## src/design/deq_pkg.sv

```systemverilog
`default_nettype none
// ----------------------------------------------------------------------------
// deq_pkg
// Shared types, opcodes and defaults for the double-ended queue
// ----------------------------------------------------------------------------
package deq_pkg;

  localparam int unsigned DEPTH_DEF = 16;

  typedef logic [1:0]        opcode_t;
  typedef logic signed [31:0] data_t;
  typedef logic [4:0]        count_t;

  localparam opcode_t OP_PUSH_FRONT = 2'd0;
  localparam opcode_t OP_PUSH_BACK  = 2'd1;
  localparam opcode_t OP_POP_FRONT  = 2'd2;
  localparam opcode_t OP_POP_BACK   = 2'd3;

  typedef struct packed {
    logic capture;
    logic exec;
    logic load;
  } dp_cmd_t;

endpackage
`default_nettype wire

```

## src/design/deq_if.sv

```systemverilog
`default_nettype none
// ----------------------------------------------------------------------------
// deq_if
// Valid/ready channels for operation beats and result beats
// ----------------------------------------------------------------------------
interface deq_in_if;
  import deq_pkg::*;

  logic    valid;
  logic    ready;
  opcode_t opcode;
  data_t   value;

  modport source (output valid, output opcode, output value, input ready);
  modport sink   (input valid, input opcode, input value, output ready);
endinterface

interface deq_out_if;
  import deq_pkg::*;

  logic   valid;
  logic   ready;
  logic   ok;
  data_t  popped_value;
  count_t count;

  modport source (output valid, output ok, output popped_value, output count, input ready);
  modport sink   (input valid, input ok, input popped_value, input count, output ready);
endinterface
`default_nettype wire

```

## src/design/deq_ctrl.sv

```systemverilog
`default_nettype none
// ----------------------------------------------------------------------------
// deq_ctrl
// Sequencer: capture an operation, access the slot store, load the result
// ----------------------------------------------------------------------------
module deq_ctrl (
  input  wire logic              clk,
  input  wire logic              rst_n,
  input  wire logic              in_valid,
  output logic                   in_ready,
  output logic                   out_valid,
  input  wire logic              out_ready,
  output deq_pkg::dp_cmd_t       cmd
);
  import deq_pkg::*;

  localparam logic [1:0] S_IDLE = 2'd0;
  localparam logic [1:0] S_EXEC = 2'd1;
  localparam logic [1:0] S_LOAD = 2'd2;

  logic [1:0] state_r, state_nxt;
  logic       out_valid_r, out_valid_nxt;
  logic       load_ok;

  assign in_ready  = (state_r == S_IDLE);
  assign out_valid = out_valid_r;
  assign load_ok   = !out_valid_r || out_ready;

  always_comb begin
    state_nxt   = state_r;
    cmd.capture = 1'b0;
    cmd.exec    = 1'b0;
    cmd.load    = 1'b0;
    unique case (state_r)
      S_IDLE: begin
        if (in_valid) begin
          cmd.capture = 1'b1;
          state_nxt   = S_EXEC;
        end
      end
      S_EXEC: begin
        cmd.exec  = 1'b1;
        state_nxt = S_LOAD;
      end
      S_LOAD: begin
        if (load_ok) begin
          cmd.load  = 1'b1;
          state_nxt = S_IDLE;
        end
      end
      default: begin
        state_nxt = S_IDLE;
      end
    endcase
  end

  always_comb begin
    out_valid_nxt = out_valid_r;
    if (out_valid_r && out_ready) begin
      out_valid_nxt = 1'b0;
    end
    if (cmd.load) begin
      out_valid_nxt = 1'b1;
    end
  end

  always_ff @(posedge clk) begin
    if (!rst_n) begin
      state_r     <= S_IDLE;
      out_valid_r <= 1'b0;
    end else begin
      state_r     <= state_nxt;
      out_valid_r <= out_valid_nxt;
    end
  end

endmodule
`default_nettype wire

```

## src/design/deq_dp.sv

```systemverilog
`default_nettype none
// ----------------------------------------------------------------------------
// deq_dp
// Slot store, front index, count and result registers
// ----------------------------------------------------------------------------
module deq_dp #(
  parameter int unsigned DEPTH = deq_pkg::DEPTH_DEF
) (
  input  wire logic              clk,
  input  wire logic              rst_n,
  input  wire deq_pkg::dp_cmd_t  cmd,
  input  wire deq_pkg::opcode_t  in_opcode,
  input  wire deq_pkg::data_t    in_value,
  output logic                   out_ok,
  output deq_pkg::data_t         out_popped_value,
  output deq_pkg::count_t        out_count
);
  import deq_pkg::*;

  localparam int IDX_W = $clog2(DEPTH);
  localparam int CNT_W = $clog2(DEPTH + 1);
  localparam int SUM_W = CNT_W + 1;
  localparam logic [IDX_W-1:0] IDX_LAST = IDX_W'(DEPTH - 1);
  localparam logic [CNT_W-1:0] CNT_FULL = CNT_W'(DEPTH);
  localparam logic [SUM_W-1:0] SUM_DEPTH = SUM_W'(DEPTH);

  data_t mem [DEPTH];

  opcode_t          op_r;
  data_t            val_r;
  data_t            rd_r;
  logic             ok_r;
  logic             pop_ok_r;
  logic [IDX_W-1:0] front_r, front_nxt;
  logic [CNT_W-1:0] cnt_r, cnt_nxt;
  logic             out_ok_r;
  data_t            out_pop_r;
  count_t           out_cnt_r;

  logic             is_push, ok, we, re;
  logic [IDX_W-1:0] front_dec, front_inc, back_idx, addr;
  logic [SUM_W-1:0] back_sum;

  assign is_push  = (op_r == OP_PUSH_FRONT) || (op_r == OP_PUSH_BACK);
  assign ok       = is_push ? (cnt_r != CNT_FULL) : (cnt_r != '0);
  assign we       = cmd.exec && ok && is_push;
  assign re       = cmd.exec && ok && !is_push;

  assign front_dec = (front_r == '0) ? IDX_LAST : front_r - 1'b1;
  assign front_inc = (front_r == IDX_LAST) ? '0 : front_r + 1'b1;

  always_comb begin
    back_sum = SUM_W'(front_r) + SUM_W'(cnt_r);
    if (!is_push) begin
      back_sum = back_sum - 1'b1;
    end
    if (back_sum >= SUM_DEPTH) begin
      back_sum = back_sum - SUM_DEPTH;
    end
    back_idx = back_sum[IDX_W-1:0];
  end

  always_comb begin
    front_nxt = front_r;
    cnt_nxt   = cnt_r;
    addr      = back_idx;
    unique case (op_r)
      OP_PUSH_FRONT: begin
        addr = front_dec;
        if (ok) begin
          front_nxt = front_dec;
          cnt_nxt   = cnt_r + 1'b1;
        end
      end
      OP_PUSH_BACK: begin
        if (ok) begin
          cnt_nxt = cnt_r + 1'b1;
        end
      end
      OP_POP_FRONT: begin
        addr = front_r;
        if (ok) begin
          front_nxt = front_inc;
          cnt_nxt   = cnt_r - 1'b1;
        end
      end
      OP_POP_BACK: begin
        if (ok) begin
          cnt_nxt = cnt_r - 1'b1;
        end
      end
      default: begin
        addr = back_idx;
      end
    endcase
    if (!cmd.exec) begin
      front_nxt = front_r;
      cnt_nxt   = cnt_r;
    end
  end

  // single-port slot store, registered read
  always_ff @(posedge clk) begin
    if (we) begin
      mem[addr] <= val_r;
    end
    if (re) begin
      rd_r <= mem[addr];
    end
  end

  always_ff @(posedge clk) begin
    if (!rst_n) begin
      front_r <= '0;
      cnt_r   <= '0;
    end else begin
      front_r <= front_nxt;
      cnt_r   <= cnt_nxt;
    end
  end

  always_ff @(posedge clk) begin
    if (cmd.capture) begin
      op_r  <= in_opcode;
      val_r <= in_value;
    end
    if (cmd.exec) begin
      ok_r     <= ok;
      pop_ok_r <= ok && !is_push;
    end
    if (cmd.load) begin
      out_ok_r  <= ok_r;
      out_pop_r <= pop_ok_r ? rd_r : '0;
      out_cnt_r <= count_t'(cnt_r);
    end
  end

  assign out_ok           = out_ok_r;
  assign out_popped_value = out_pop_r;
  assign out_count        = out_cnt_r;

endmodule
`default_nettype wire

```

## src/design/double_ended_queue.sv

```systemverilog
`default_nettype none
// ----------------------------------------------------------------------------
// double_ended_queue
// Bounded deque of signed 32-bit values held in a ring of DEPTH slots
// ----------------------------------------------------------------------------
// each operation is accepted only in idle and then passes through capture, slot
// store access (single port, registered read) and result load; the result beat
//   goes valid from the load, which waits while an earlier result is unaccepted
// the result register lets a new operation start while a result waits
// reset clears front index, count and the sequencer; slots are not cleared
module double_ended_queue #(
  parameter int unsigned DEPTH = deq_pkg::DEPTH_DEF
) (
  input  wire logic  clk,
  input  wire logic  rst_n,
  deq_in_if.sink     in_ch,
  deq_out_if.source  out_ch
);
  import deq_pkg::*;

  dp_cmd_t cmd;
  logic    in_ready;
  logic    out_valid;

  deq_ctrl u_ctrl (
    .clk       (clk),
    .rst_n     (rst_n),
    .in_valid  (in_ch.valid),
    .in_ready  (in_ready),
    .out_valid (out_valid),
    .out_ready (out_ch.ready),
    .cmd       (cmd)
  );

  deq_dp #(
    .DEPTH (DEPTH)
  ) u_dp (
    .clk              (clk),
    .rst_n            (rst_n),
    .cmd              (cmd),
    .in_opcode        (in_ch.opcode),
    .in_value         (in_ch.value),
    .out_ok           (out_ch.ok),
    .out_popped_value (out_ch.popped_value),
    .out_count        (out_ch.count)
  );

  assign in_ch.ready  = in_ready;
  assign out_ch.valid = out_valid;

endmodule
`default_nettype wire

```

## src/flat_wrapper.sv

```systemverilog
// flat-port wrapper written by rule: the top's interface ports become plain ports
module double_ended_queue_flat import deq_pkg::*;
#(
  parameter int unsigned DEPTH = deq_pkg::DEPTH_DEF
)
  (clk, rst_n, in_ch_valid, in_ch_opcode, in_ch_value, in_ch_ready, out_ch_valid, out_ch_ok, out_ch_popped_value, out_ch_count, out_ch_ready);
  deq_in_if in_ch_i ();
  deq_out_if out_ch_i ();
  input  wire logic clk;
  input  wire logic rst_n;
  input wire logic [$bits(in_ch_i.valid)-1:0] in_ch_valid;
  input wire logic [$bits(in_ch_i.opcode)-1:0] in_ch_opcode;
  input wire logic [$bits(in_ch_i.value)-1:0] in_ch_value;
  output wire logic [$bits(in_ch_i.ready)-1:0] in_ch_ready;
  output wire logic [$bits(out_ch_i.valid)-1:0] out_ch_valid;
  output wire logic [$bits(out_ch_i.ok)-1:0] out_ch_ok;
  output wire logic [$bits(out_ch_i.popped_value)-1:0] out_ch_popped_value;
  output wire logic [$bits(out_ch_i.count)-1:0] out_ch_count;
  input wire logic [$bits(out_ch_i.ready)-1:0] out_ch_ready;
  assign in_ch_i.valid = in_ch_valid;
  assign in_ch_i.opcode = in_ch_opcode;
  assign in_ch_i.value = in_ch_value;
  assign in_ch_ready = in_ch_i.ready;
  assign out_ch_valid = out_ch_i.valid;
  assign out_ch_ok = out_ch_i.ok;
  assign out_ch_popped_value = out_ch_i.popped_value;
  assign out_ch_count = out_ch_i.count;
  assign out_ch_i.ready = out_ch_ready;
  double_ended_queue #(.DEPTH(DEPTH)) u_core (.clk(clk), .rst_n(rst_n), .in_ch(in_ch_i), .out_ch(out_ch_i));
endmodule
```

## config.mk

```make
export PLATFORM = sky130hd
export DESIGN_NAME = double_ended_queue_flat
export DESIGN_NICKNAME = d
export VERILOG_FILES = /design/src/design/deq_pkg.sv /design/src/design/deq_if.sv /design/src/design/deq_ctrl.sv /design/src/design/deq_dp.sv /design/src/design/double_ended_queue.sv /design/src/flat_wrapper.sv
export SDC_FILE = /design/constraint.sdc
export NUM_CORES = 1
export LEC_CHECK = 0
export BUFFER_PORTS_ARGS = -buffer_cell sky130_fd_sc_hd__buf_2
export CAP_MARGIN = 20
export CORE_ASPECT_RATIO = 1.75
export CORE_UTILIZATION = 55
export CTS_CLUSTER_SIZE = 20
export DETAILED_ROUTE_END_ITERATION = 8
export HOLD_SLACK_MARGIN = 0.1
export MAX_ROUTING_LAYER = met4
export PLACE_DENSITY = 0.75
export REMOVE_ABC_BUFFERS = 1
export SLEW_MARGIN = 5
export SYNTH_ARGS = -nofsm -noshare
export SYNTH_HDL_FRONTEND = slang
export SYNTH_SLANG_ARGS = --single-unit
```

## constraint.sdc

```tcl
create_clock -name clk -period 5.1 [get_ports clk]
set_clock_uncertainty 0.1 [all_clocks]
set_input_delay 1.53 -clock clk [delete_from_list [all_inputs] [get_ports clk]]
set_output_delay 1.53 -clock clk [all_outputs]
set_load 0.02 [all_outputs]
```

# After elaboration in Yosys (flattened, before gate mapping)
# Memory sizes are Yosys's and may differ from the RTL's. A register that Yosys moved wholly into a read port is not among the register bits.
# Index checks and enable logic that the tools add are counted.
dict set report classes {
  eq_ne 13
  n_reduce_logical 20
  n_mux 24
  n_div 0
  n_lt_le_gt_ge 1
  n_shift 0
  add_sub_neg 7
  n_mul 0
  bitwise_logic 0
}
# operator count
set op_table {}
lappend op_table {{$mux W4} 5}
lappend op_table {{$pmux W4 S2} 2}
lappend op_table {{$mux W1} 10}
lappend op_table {{$mux W5} 2}
lappend op_table {{$pmux W5 S2} 1}
lappend op_table {{$ne A2 B2 Y1 const B} 4}
lappend op_table {{$sub A4 B1 Y4 const B} 2}
lappend op_table {{$add A4 B5 Y6} 1}
lappend op_table {{$eq A2 B2 Y1 const B} 3}
lappend op_table {{$ge A6 B5 Y1 const B} 1}
lappend op_table {{$mux W6} 1}
lappend op_table {{$pmux W2 S3} 1}
lappend op_table {{$sub A6 B1 Y6 const B} 1}
lappend op_table {{$add A5 B1 Y5 const B} 1}
lappend op_table {{$logic_and A1 B1 Y1} 5}
lappend op_table {{$ne A5 B5 Y1 const B} 1}
lappend op_table {{$reduce_bool A5 Y1} 1}
lappend op_table {{$sub A5 B1 Y5 const B} 1}
lappend op_table {{$add A4 B1 Y4 const B} 1}
lappend op_table {{$eq A2 B1 Y1 const B} 2}
lappend op_table {{$eq A4 B4 Y1 const B} 1}
lappend op_table {{$logic_not A2 Y1} 2}
lappend op_table {{$logic_not A4 Y1} 1}
lappend op_table {{$mux W2} 2}
lappend op_table {{other kinds (8)} 13}
dict set report totals {
  regBits 86
  ram_bits 512
  mem_bits_ro 0
  latch_bits 0
  mem_count 1
  wordCells 77
}
# memory words word_bits rd rd_clocked_by_memory_dff write_ports line
set mem_list {}
lappend mem_list {u_core.u_dp.mem 16 32 1 1 1 deq_dp.sv:27} ;# data_t mem [DEPTH];

# Depth between registers and ports, before layout
# Gate-level depths: netlist (run 1).
dict set report logic_depth {
  depth_word 7
  ltp_mapped 14
}

# Hierarchy
# From an unflattened synthesis (run 1), not the netlist that was laid out.
dict set report unflattened {
  hier_cells 1222
  area_unflattened_um2 24578.6
}
# module n_inst cells_per_inst area_per_inst_um2 seq_area_each_um2
set by_module_without_submodules {}
lappend by_module_without_submodules {deq_dp 1 1208 24432.2 18738.0}
lappend by_module_without_submodules {deq_ctrl 1 14 146.4 60.1}

# Worst setup path before layout (run 1)
# No wires, ideal clock.
dict set report synth_path {
  path_kind {register -> register}
  startpoint {register u_core.u_dp.cnt_r[0]}
  endpoint {memory u_core.u_dp.mem[14][0] in the netlist's numbering, enable pin}
  setup_time_ns 0.468
  period_less_slack_ns 5.195
  n_path_buf 2
  stages_incl_launch_ff 11
  t_arrival_ns 4.627
  required_ns 4.532
  setup_slack_ns -0.095
  cell_sequence {dfxtp_1 > ha_1 > fa_1 > inv_1 > ha_1 > a21boi_0 > mux2i_1 > o21ai_1 > buf_4 > clkbuf_1 > nor3b_1}
}
dict set report synth_via {
  elab_chain_len 6
}
# element line
set synth_rtl {}
lappend synth_rtl {{from (decl)} deq_dp.sv:35} ;# logic [CNT_W-1:0] cnt_r, cnt_nxt;
lappend synth_rtl {{from (signal assigned)} deq_dp.sv:118} ;# cnt_r <= cnt_nxt;
lappend synth_rtl {{$add A4 B5 Y6, or another cell as far along} deq_dp.sv:53} ;# back_sum = SUM_W'(front_r) + SUM_W'(cnt_r);
lappend synth_rtl {{$sub A6 B1 Y6 / $mux W1 (equally long branches)} {deq_dp.sv:55, deq_dp.sv:45}}
lappend synth_rtl {{$mux W6 / $logic_and A1 B1 Y1 (equally long branches)} {deq_dp.sv:54, deq_dp.sv:46}}
lappend synth_rtl {{$ge A6 B5 Y1, or another cell as far along} deq_dp.sv:57} ;# if (back_sum >= SUM_DEPTH) begin
lappend synth_rtl {{$mux W4 / $mux W1 (equally long branches)} {deq_dp.sv:57, deq_dp.sv:104}}
lappend synth_rtl {{$pmux W4 S2 / $mux W1 (equally long branches)} {deq_dp.sv:67, deq_dp.sv:105}}
lappend synth_rtl {{to (decl)} deq_dp.sv:27}
# Parallel ways exist; a longest one is shown, timed or not.

# Worst setup path after layout (run 1)
dict set report layout_path {
  startpoint {register u_core.u_dp.front_r[0]}
  endpoint {register u_core.u_dp.rd_r[6], read port of u_core.u_dp.mem, data pin}
}
dict set report layout_via {
  elab_chain_len 6
}
# element line
set layout_rtl {}
lappend layout_rtl {{from (decl)} deq_dp.sv:34} ;# logic [IDX_W-1:0] front_r, front_nxt;
lappend layout_rtl {{from (signal assigned)} deq_dp.sv:117} ;# front_r <= front_nxt;
lappend layout_rtl {{$add A4 B5 Y6} deq_dp.sv:53}
lappend layout_rtl {{$sub A6 B1 Y6} deq_dp.sv:55} ;# back_sum = back_sum - 1'b1;
lappend layout_rtl {{$mux W6} deq_dp.sv:54} ;# if (!is_push) begin
lappend layout_rtl {{$ge A6 B5 Y1 / $sub A4 B1 Y4 (equally long branches)} {deq_dp.sv:57, deq_dp.sv:58}}
lappend layout_rtl {{$mux W4} deq_dp.sv:57}
lappend layout_rtl {{$pmux W4 S2 *} deq_dp.sv:67} ;# unique case (op_r)
lappend layout_rtl {{to (decl)} deq_dp.sv:31} ;# data_t rd_r;
# Every way passes the cells marked *; elsewhere a longest branch is shown, timed or not.
# A chain may end at the register's enable or synchronous reset.

==> results.cfg, run 1 <==
[worst_hold_path]
worst_hold_path.num_cells = 0
holdCritPathClass = reg -> reg
whs_endpoint = u_core.u_dp.out_ok$_DFFE_PP_
min-delay-start = u_core.u_dp.ok_r$_DFFE_PN_

[status]
outcome = complete, no violations

[synth]
netlist_instances = 1600
warnings_synthesis = 0
post-synth-top-area-cell = sky130_fd_sc_hd__edfxtp_1
post_synth_mux_area_share_pct = 9.27
async_flop_share_pct = 0
synth_area_per_cell_um2 = 15.6
synth_enable_flop_cells = 618
yosysTopAreaCellShare_pct = 74.3
synth_compound_area_share_pct = 4.02
synth-main-ff-cell = sky130_fd_sc_hd__edfxtp_1
dominant_combinational_cell_family_by_area_after_synthesis = multiplexers
yosys.area_share.xor_xnor_pct = 0.441
top_cells_by_area_synth = sky130_fd_sc_hd__edfxtp_1, sky130_fd_sc_hd__mux2i_1, sky130_fd_sc_hd__nand2_1
synthAdderAreaFrac_pct = 0.611
synth-seq-cells = 630
yosysSeqAreaShare_pct = 75.2
synth_area_um2 = 25000
synth.lib_cells_used.distinct = 44
synthSimpleGateAreaFrac_pct = 8.05

[pwr]
power_density_nw_per_um2 = 397
p_clk_share_pct = 34.3
leakage_nw = 9.71
sw_frac_of_total_pct = 24.3
internal_power_mw = 8.29
peak_supply_drop_v = 0.000238
combinationalPowerShare_pct = 12.1
fin_total_pwr_mw = 11.0
seq_power_share_pct = 53.6
switching_power_mw = 2.67

[clock_network]
cts_buffer_depth = 3
hold_buffers = 0
cts_made_buffers = 53
htree_levels = 2
post-cts-setup-buffers = 0
cts.clk_slew.worst_paths_ps = 60
cts.root.buffer_cell = sky130_fd_sc_hd__clkbuf_16
clock_sink_count = 630
cts_resized = 0
tritoncts_clock_tree = done
worst_skew_pair.late_latency_ps = 590

[grt]
global_route.usage.total_pct = 23.9
maximum_number_of_pins_on_one_net_before_global_route_repair = 94
globalRoute.totalOverflow = 0
initial_antenna_violation_count = 0
first_global_vias = 13800
grt_first_pass_wirelength_um = 79300

[die]
die_x_um = 163
die-area_um2 = 46300
placement_rows = 103
y_dimension_of_the_die_um = 284
coreArea_um2 = 45000
initial_core_util_pct = 55.6
ios = 78

[detailed_routing]
vias = 13600
drt_iter0_markers = 1337
drt_drc_violations_left = 0
via_per_inst = 5.93
route.final.wire_length_um = 52600
route.antenna.remaining_nets = 0
first_pass_iters = 5
routedWlPerCell_um = 22.9

[timing]
worst_slew_pin_slew_ps = 1100
setup-violations-final = 0
rsz_0062_raised_after_global_routing = no
fmax_ghz = 0.242
report.final.hold_viol_count = 0
worst_slew_margin_rel_pct = 26.6
min_period_ps = 4140
post-route-period-util_pct = 81.2
finalMaxSlewViolations = 0

[run]
drv.max_cap_violation_count = 0

[setup_path]
crit-reg2reg-capture = u_core.u_dp.rd_r[6]$_DFFE_PP_
ff2ff_path_depth = 11
cp.arrival_ps = 4330
critical_path_class = reg -> reg
worst_path_most_repeated_cell = sky130_fd_sc_hd__mux2i_1
cp_max_fo = 55
timing.critical_path.slowest_cell_delay_ps = 930
worstSetupStartpointType = register
ff2ff_setup_slack_ps = 960
crit-reg2reg-launch = u_core.u_dp.front_r[0]$_SDFFE_PN0P_
timing.critical_path.cells = ha_1 > fa_1 > inv_1 > ha_1 > inv_1 > mux4_4 > buf_12 > mux2i_1 > mux2i_1 > mux2i_1 > o211ai_1
critical_path_required_ps = 5290
endpoint_kind = register
cp_slowest_cell = sky130_fd_sc_hd__mux4_4

[cells_and_area]
final.fill_count = 3177
area_delta_synth_final_pct = 10.5
stdcell_area_um2 = 27600
antenna_cells = 0
final_nets = 1731
post_route_cells_drive_above_1_share_pct = 12.7

[placement]
placed_cell_area_um2 = 26000
place.detailed.hpwl_um = 29600
place.gp.congestion = 0.842
io_buffers = 77
==> power groups by stage <==
stage	Clock (mW)	Sequential (mW)	Combinational [mW]
global placement	0	5.98	1.29
detailed placement	0	5.99	1.32
floorplan	0	5.96	1.03
global route	4.00	5.88	1.43
CTS	3.80	5.87	1.33
finish	3.76	5.87	1.32
==> final cells by class <==
class / count / area, um2 / share of cell area, %
flip-flops and latches: 630 / 18800 / 68.1
multi-input cells: 867 / 5690 / 20.6
clock buffers: 66 / 1380 / 4.98
repair buffers: 120 / 796 / 2.88
well taps: 577 / 722 / 2.61
clock inverters: 29 / 194 / 0.702
inverters: 10 / 40.0 / 0.145
==> cell usage in the layout (no fill, tap or decap), drive strengths merged, types with 2 or more instances in the layout <==
cell,n
o211ai,33
clkinv,22
mux2i,227
and3,11
a21o,3
fa,2
edfxtp,618
bufinv,2
o21a,2
dfxtp,12
or3,2
a21oi,75
xnor2,6
nor3,8
xor2,4
nor3b,7
nor2b,6
o41ai,3
o21ai,41
clkinvlp,2
buf,120
a21boi,5
nor2,6
and2,39
ha,9
inv,13
mux4,2
nand2,266
clkbuf,66
nand3,96
nand2b,3
nor4,2
==> critical path: cells and delay by family, from the launching register on <==
family                     cells  cell delay, ps
AOI/OAI and AO/OA              1             140
adders and majority gates      3            1150
buffers and inverters          3             460
DFF                            1             410
muxes                          4            1540
==> layer usage <==
| metal | track usage, % | wire, um | vias to the layer above |
|---|---|---|---|
| met5 | - | 0 | - |
| met4 | 10.6 | 2150 | 0 |
| li1 | - | - | 6149 |
| met2 | 40.8 | 28000 | 509 |
| met1 | 28.2 | 19600 | 6828 |
| met3 | 2.84 | 2860 | 141 |
==> registers in the layout, indices dropped and copies added (netlist names) <==
name,count
u_core.u_dp.out_popped_value,32
u_core.u_dp.pop_ok_r,1
u_core.u_dp.front_r,4
u_core.u_dp.out_ok,1
u_core.u_dp.out_count,5
u_core.u_dp.ok_r,1
u_core.u_dp.cnt_r,5
u_core.u_dp.mem,512
u_core.u_ctrl.out_valid,1
u_core.u_ctrl.state_r,2
u_core.u_dp.rd_r,32
u_core.u_dp.val_r,32
u_core.u_dp.op_r,2
==> worst max-delay path by stage <==
stage / startpoint / endpoint / slack (ps)
3_3_place_gp: u_core.u_dp.front_r[0]$_SDFFE_PN0P_ / u_core.u_dp.rd_r[1]$_DFFE_PP_ / 1090
3_5_place_dp: u_core.u_dp.front_r[0]$_SDFFE_PN0P_ / u_core.u_dp.rd_r[6]$_DFFE_PP_ / 1030
5_1_grt: u_core.u_dp.front_r[0]$_SDFFE_PN0P_ / u_core.u_dp.mem[2][16]$_DFFE_PP_ / 830
6_report: u_core.u_dp.front_r[0]$_SDFFE_PN0P_ / u_core.u_dp.rd_r[6]$_DFFE_PP_ / 960
2_1_floorplan: u_core.u_dp.front_r[1]$_SDFFE_PN0P_ / u_core.u_dp.mem[10][0]$_DFFE_PP_ / -3770
4_1_cts: u_core.u_dp.front_r[0]$_SDFFE_PN0P_ / u_core.u_dp.rd_r[6]$_DFFE_PP_ / 1010
==> cell usage after synthesis, drive strengths merged (3+ instances only) <==
| master | instances |
|---|---|
| xnor2 | 6 |
| and2 | 39 |
| o41ai | 3 |
| nor3b | 7 |
| nand2 | 266 |
| o211ai | 33 |
| clkbuf | 43 |
| and3 | 11 |
| inv | 10 |
| edfxtp | 618 |
| o21ai | 41 |
| mux2i | 227 |
| nor3 | 8 |
| buf | 50 |
| nor2 | 6 |
| a21oi | 75 |
| ha | 9 |
| a21boi | 5 |
| a21o | 3 |
| xor2 | 4 |
| nand3 | 96 |
| nor2b | 6 |
| dfxtp | 12 |
| nand2b | 3 |
==> through the flow <==
stage	setup WS (ps)	hold slack (ps)	std cells	utilization (%)	TNS, ps
floorplan	-3770	300	1507	-	-948520
CTS	1010	322	2299	61.4	0
global route	826	334	2299	61.4	0
global placement	1090	301	2204	57.9	0
detailed placement	1030	307	2204	57.9	0
finish	961	320	2299	61.4	0
==> kinds of logic (layout without fill, tap and decap cells) <==
group | Yosys count | after routing
xor gates and xnor gates | 11 | 11
DFF | 630 | 630
buffers and inverters | 103 | 225
AOI/OAI and AO/OA | 168 | 168
adders and majority gates | 11 | 11
and+or+nand+nor | 448 | 448
muxes | 229 | 229
(Power assumes the default switching activity.)
==> run 2: changes to the inputs <==
PLACE_DENSITY = 0.72   (was 0.75)
clock period = 4.05 ns   (was 5.1 ns; I/O delays follow)
==> run 2 against run 1 <==
Against the previous run: fmax rose by 6.8%; utilization rose by 1.5 points; critical path depth fell by 1; final area rose by 2.4%; non-clock buffer count rose by 24; hold slack got worse by 0.60 ps; sequential share of layout area fell by 1.6 points; via count rose by 1.3%; register-to-register slack got worse by 790 ps; routed wire length rose by 3.1%; final cell count rose by 1.2%; sequential power rose by 26%; largest cell class unchanged; largest power group unchanged.
==> results.cfg, run 2 (synthesis gave the netlist of run 1 again) <==
[cells_and_area]
post_route_cells_drive_above_1_share_pct = 15.0
layout.cells.most_common = sky130_fd_sc_hd__edfxtp_1
antenna_cells = 0
max_flop_register = u_core.u_dp.mem
stdcell_area_um2 = 28300
area_delta_synth_final_pct = 13.1
most-common-layout-cells = sky130_fd_sc_hd__edfxtp_1, sky130_fd_sc_hd__nand2_1, sky130_fd_sc_hd__mux2i_1
largest_register_ff_count = 512
final_nets = 1756

[clock_network]
clock_sink_count = 630
htree_levels = 2
cts_buffer_depth = 3
worst_skew_pair.late_latency_ps = 590
cts_made_buffers = 53
cts.clk_slew.worst_paths_ps = 70
hold_buffers = 0
tritoncts_clock_tree = done
cts.root.buffer_cell = sky130_fd_sc_hd__clkbuf_16

[die]
ios = 78
die-area_um2 = 46300
placement_rows = 103
initial_core_util_pct = 55.6
coreArea_um2 = 45000
y_dimension_of_the_die_um = 284
die_x_um = 163

[timing]
finalHoldWorstSlack_ps = 319
worst_slew_margin_rel_pct = 31.0
setup-violations-final = 0
setup_total_neg_slack_ps = 0
min_period_ps = 3880
report.final.hold_viol_count = 0
worst_slew_pin_slew_ps = 1040
rsz_0062_raised_after_global_routing = no
fmax_ghz = 0.258
finalMaxSlewViolations = 0
post-route-period-util_pct = 95.7

[worst_hold_path]
holdCritPathClass = reg -> reg

[grt]
grt_most_used_layer = met2
global_route.usage.total_pct = 24.1
first_global_vias = 13600
maximum_number_of_pins_on_one_net_before_global_route_repair = 116
grt_use_met1_pct = 28.3
grt_first_pass_wirelength_um = 79600
initial_antenna_violation_count = 1
globalRoute.totalOverflow = 0
globalRouteMet3Util_pct = 2.76
globalRouteMet2Util_pct = 41.8

[setup_path]
worstSetupStartpointType = register
cp.arrival_ps = 4040
critical_path_required_ps = 4210
critical_path_class = reg -> reg
cp_max_fo = 13
endpoint_kind = register

[status]
outcome = complete, no violations

[detailed_routing]
first_pass_iters = 5
via_per_inst = 5.94
route.final.wire_length_um = 54200
routedWlPerCell_um = 23.3
drt_iter0_markers = 1245
drt_drc_violations_left = 0
vias = 13800
route.antenna.remaining_nets = 0

[placement]
placed_cell_area_um2 = 26300
io_buffers = 77
place.gp.congestion = 0.811
place.detailed.hpwl_um = 29600

[run]
drv.max_cap_violation_count = 0

[pwr]
leakage_nw = 10.0
power_density_nw_per_um2 = 512
peak_supply_drop_v = 0.000367
-- run 2: cell types whose count changed in the layout (fill, tap and decap cells not counted), moves of 3 or more --
cell,before,now
sky130_fd_sc_hd__clkinv_1,14,6
sky130_fd_sc_hd__buf_12,7,19
sky130_fd_sc_hd__buf_4,36,45
sky130_fd_sc_hd__clkbuf_16,53,56
sky130_fd_sc_hd__bufinv_16,2,9
sky130_fd_sc_hd__clkbuf_1,13,4
sky130_fd_sc_hd__clkinv_2,8,13
-- run 2: per-layer routing --
metal | wire length (um) | vias to the layer above
li1 | - | 6198
met1 | 20400 | 6930
met2 | 28400 | 537
met3 | 3230 | 142
met4 | 2230 | 0
met5 | 0 | -
-- run 2: cell type report --
type | instances | area (um2)
Clock buffer | 59 | 1390
Clock inverter | 38 | 447
Fill cell | 3080 | 16700
Inverter | 10 | 40.0
Multi-Input combinational cell | 868 | 5700
Sequential cell | 630 | 18800
Tap cell | 577 | 722
Timing Repair Buffer | 144 | 1170
-- run 2: power breakdown --
| part | leakage [nW] | total, mW | internal, mW | switching, mW |
|---|---|---|---|---|
| combinational | 3.44 | 1.74 | 0.668 | 1.07 |
| sequential | 5.69 | 7.39 | 7.28 | 0.108 |
| clock | 0.904 | 5.35 | 3.07 | 2.28 |
-- run 2: repair_timing --
action,in CTS,in global routing
setup endpoints to repair,0,13
buffers inserted,0,4
gates resized for setup,0,3
-- run 2: through the flow --
stage	worst slack [ps]	power (mW)	util [%]	std cells
6_report	174	14.5	62.8	2326
5_1_grt	12.7	14.9	62.8	2326
4_1_cts	150	14.5	62.7	2320
3_5_place_dp	182	9.22	58.6	2223
3_3_place_gp	314	9.17	58.6	2223
2_1_floorplan	-4820	8.81	-	1507
-- run 2: final timing paths --
path	from	endpoint	slack (ps)	cells after the start
setup / recovery	u_core.u_dp.front_r[0]$_SDFFE_PN0P_	u_core.u_dp.mem[2][6]$_DFFE_PP_	170	10
hold / removal	u_core.u_dp.ok_r$_DFFE_PN_	u_core.u_dp.out_ok$_DFFE_PP_	320	0
setup reg to reg	u_core.u_dp.front_r[0]$_SDFFE_PN0P_	u_core.u_dp.mem[2][6]$_DFFE_PP_	170	10
hold reg to reg	u_core.u_dp.ok_r$_DFFE_PN_	u_core.u_dp.out_ok$_DFFE_PP_	320	0
-- run 2: critical path: stages (launching register included) --
cell,delay (ps)
sky130_fd_sc_hd__dfxtp_1,420
sky130_fd_sc_hd__ha_1,280
sky130_fd_sc_hd__fa_1,570
sky130_fd_sc_hd__inv_1,100
sky130_fd_sc_hd__ha_1,230
sky130_fd_sc_hd__and3_1,200
sky130_fd_sc_hd__mux2i_2,500
sky130_fd_sc_hd__o41ai_1,240
sky130_fd_sc_hd__a21oi_4,360
sky130_fd_sc_hd__and3_2,270
sky130_fd_sc_hd__buf_4,260
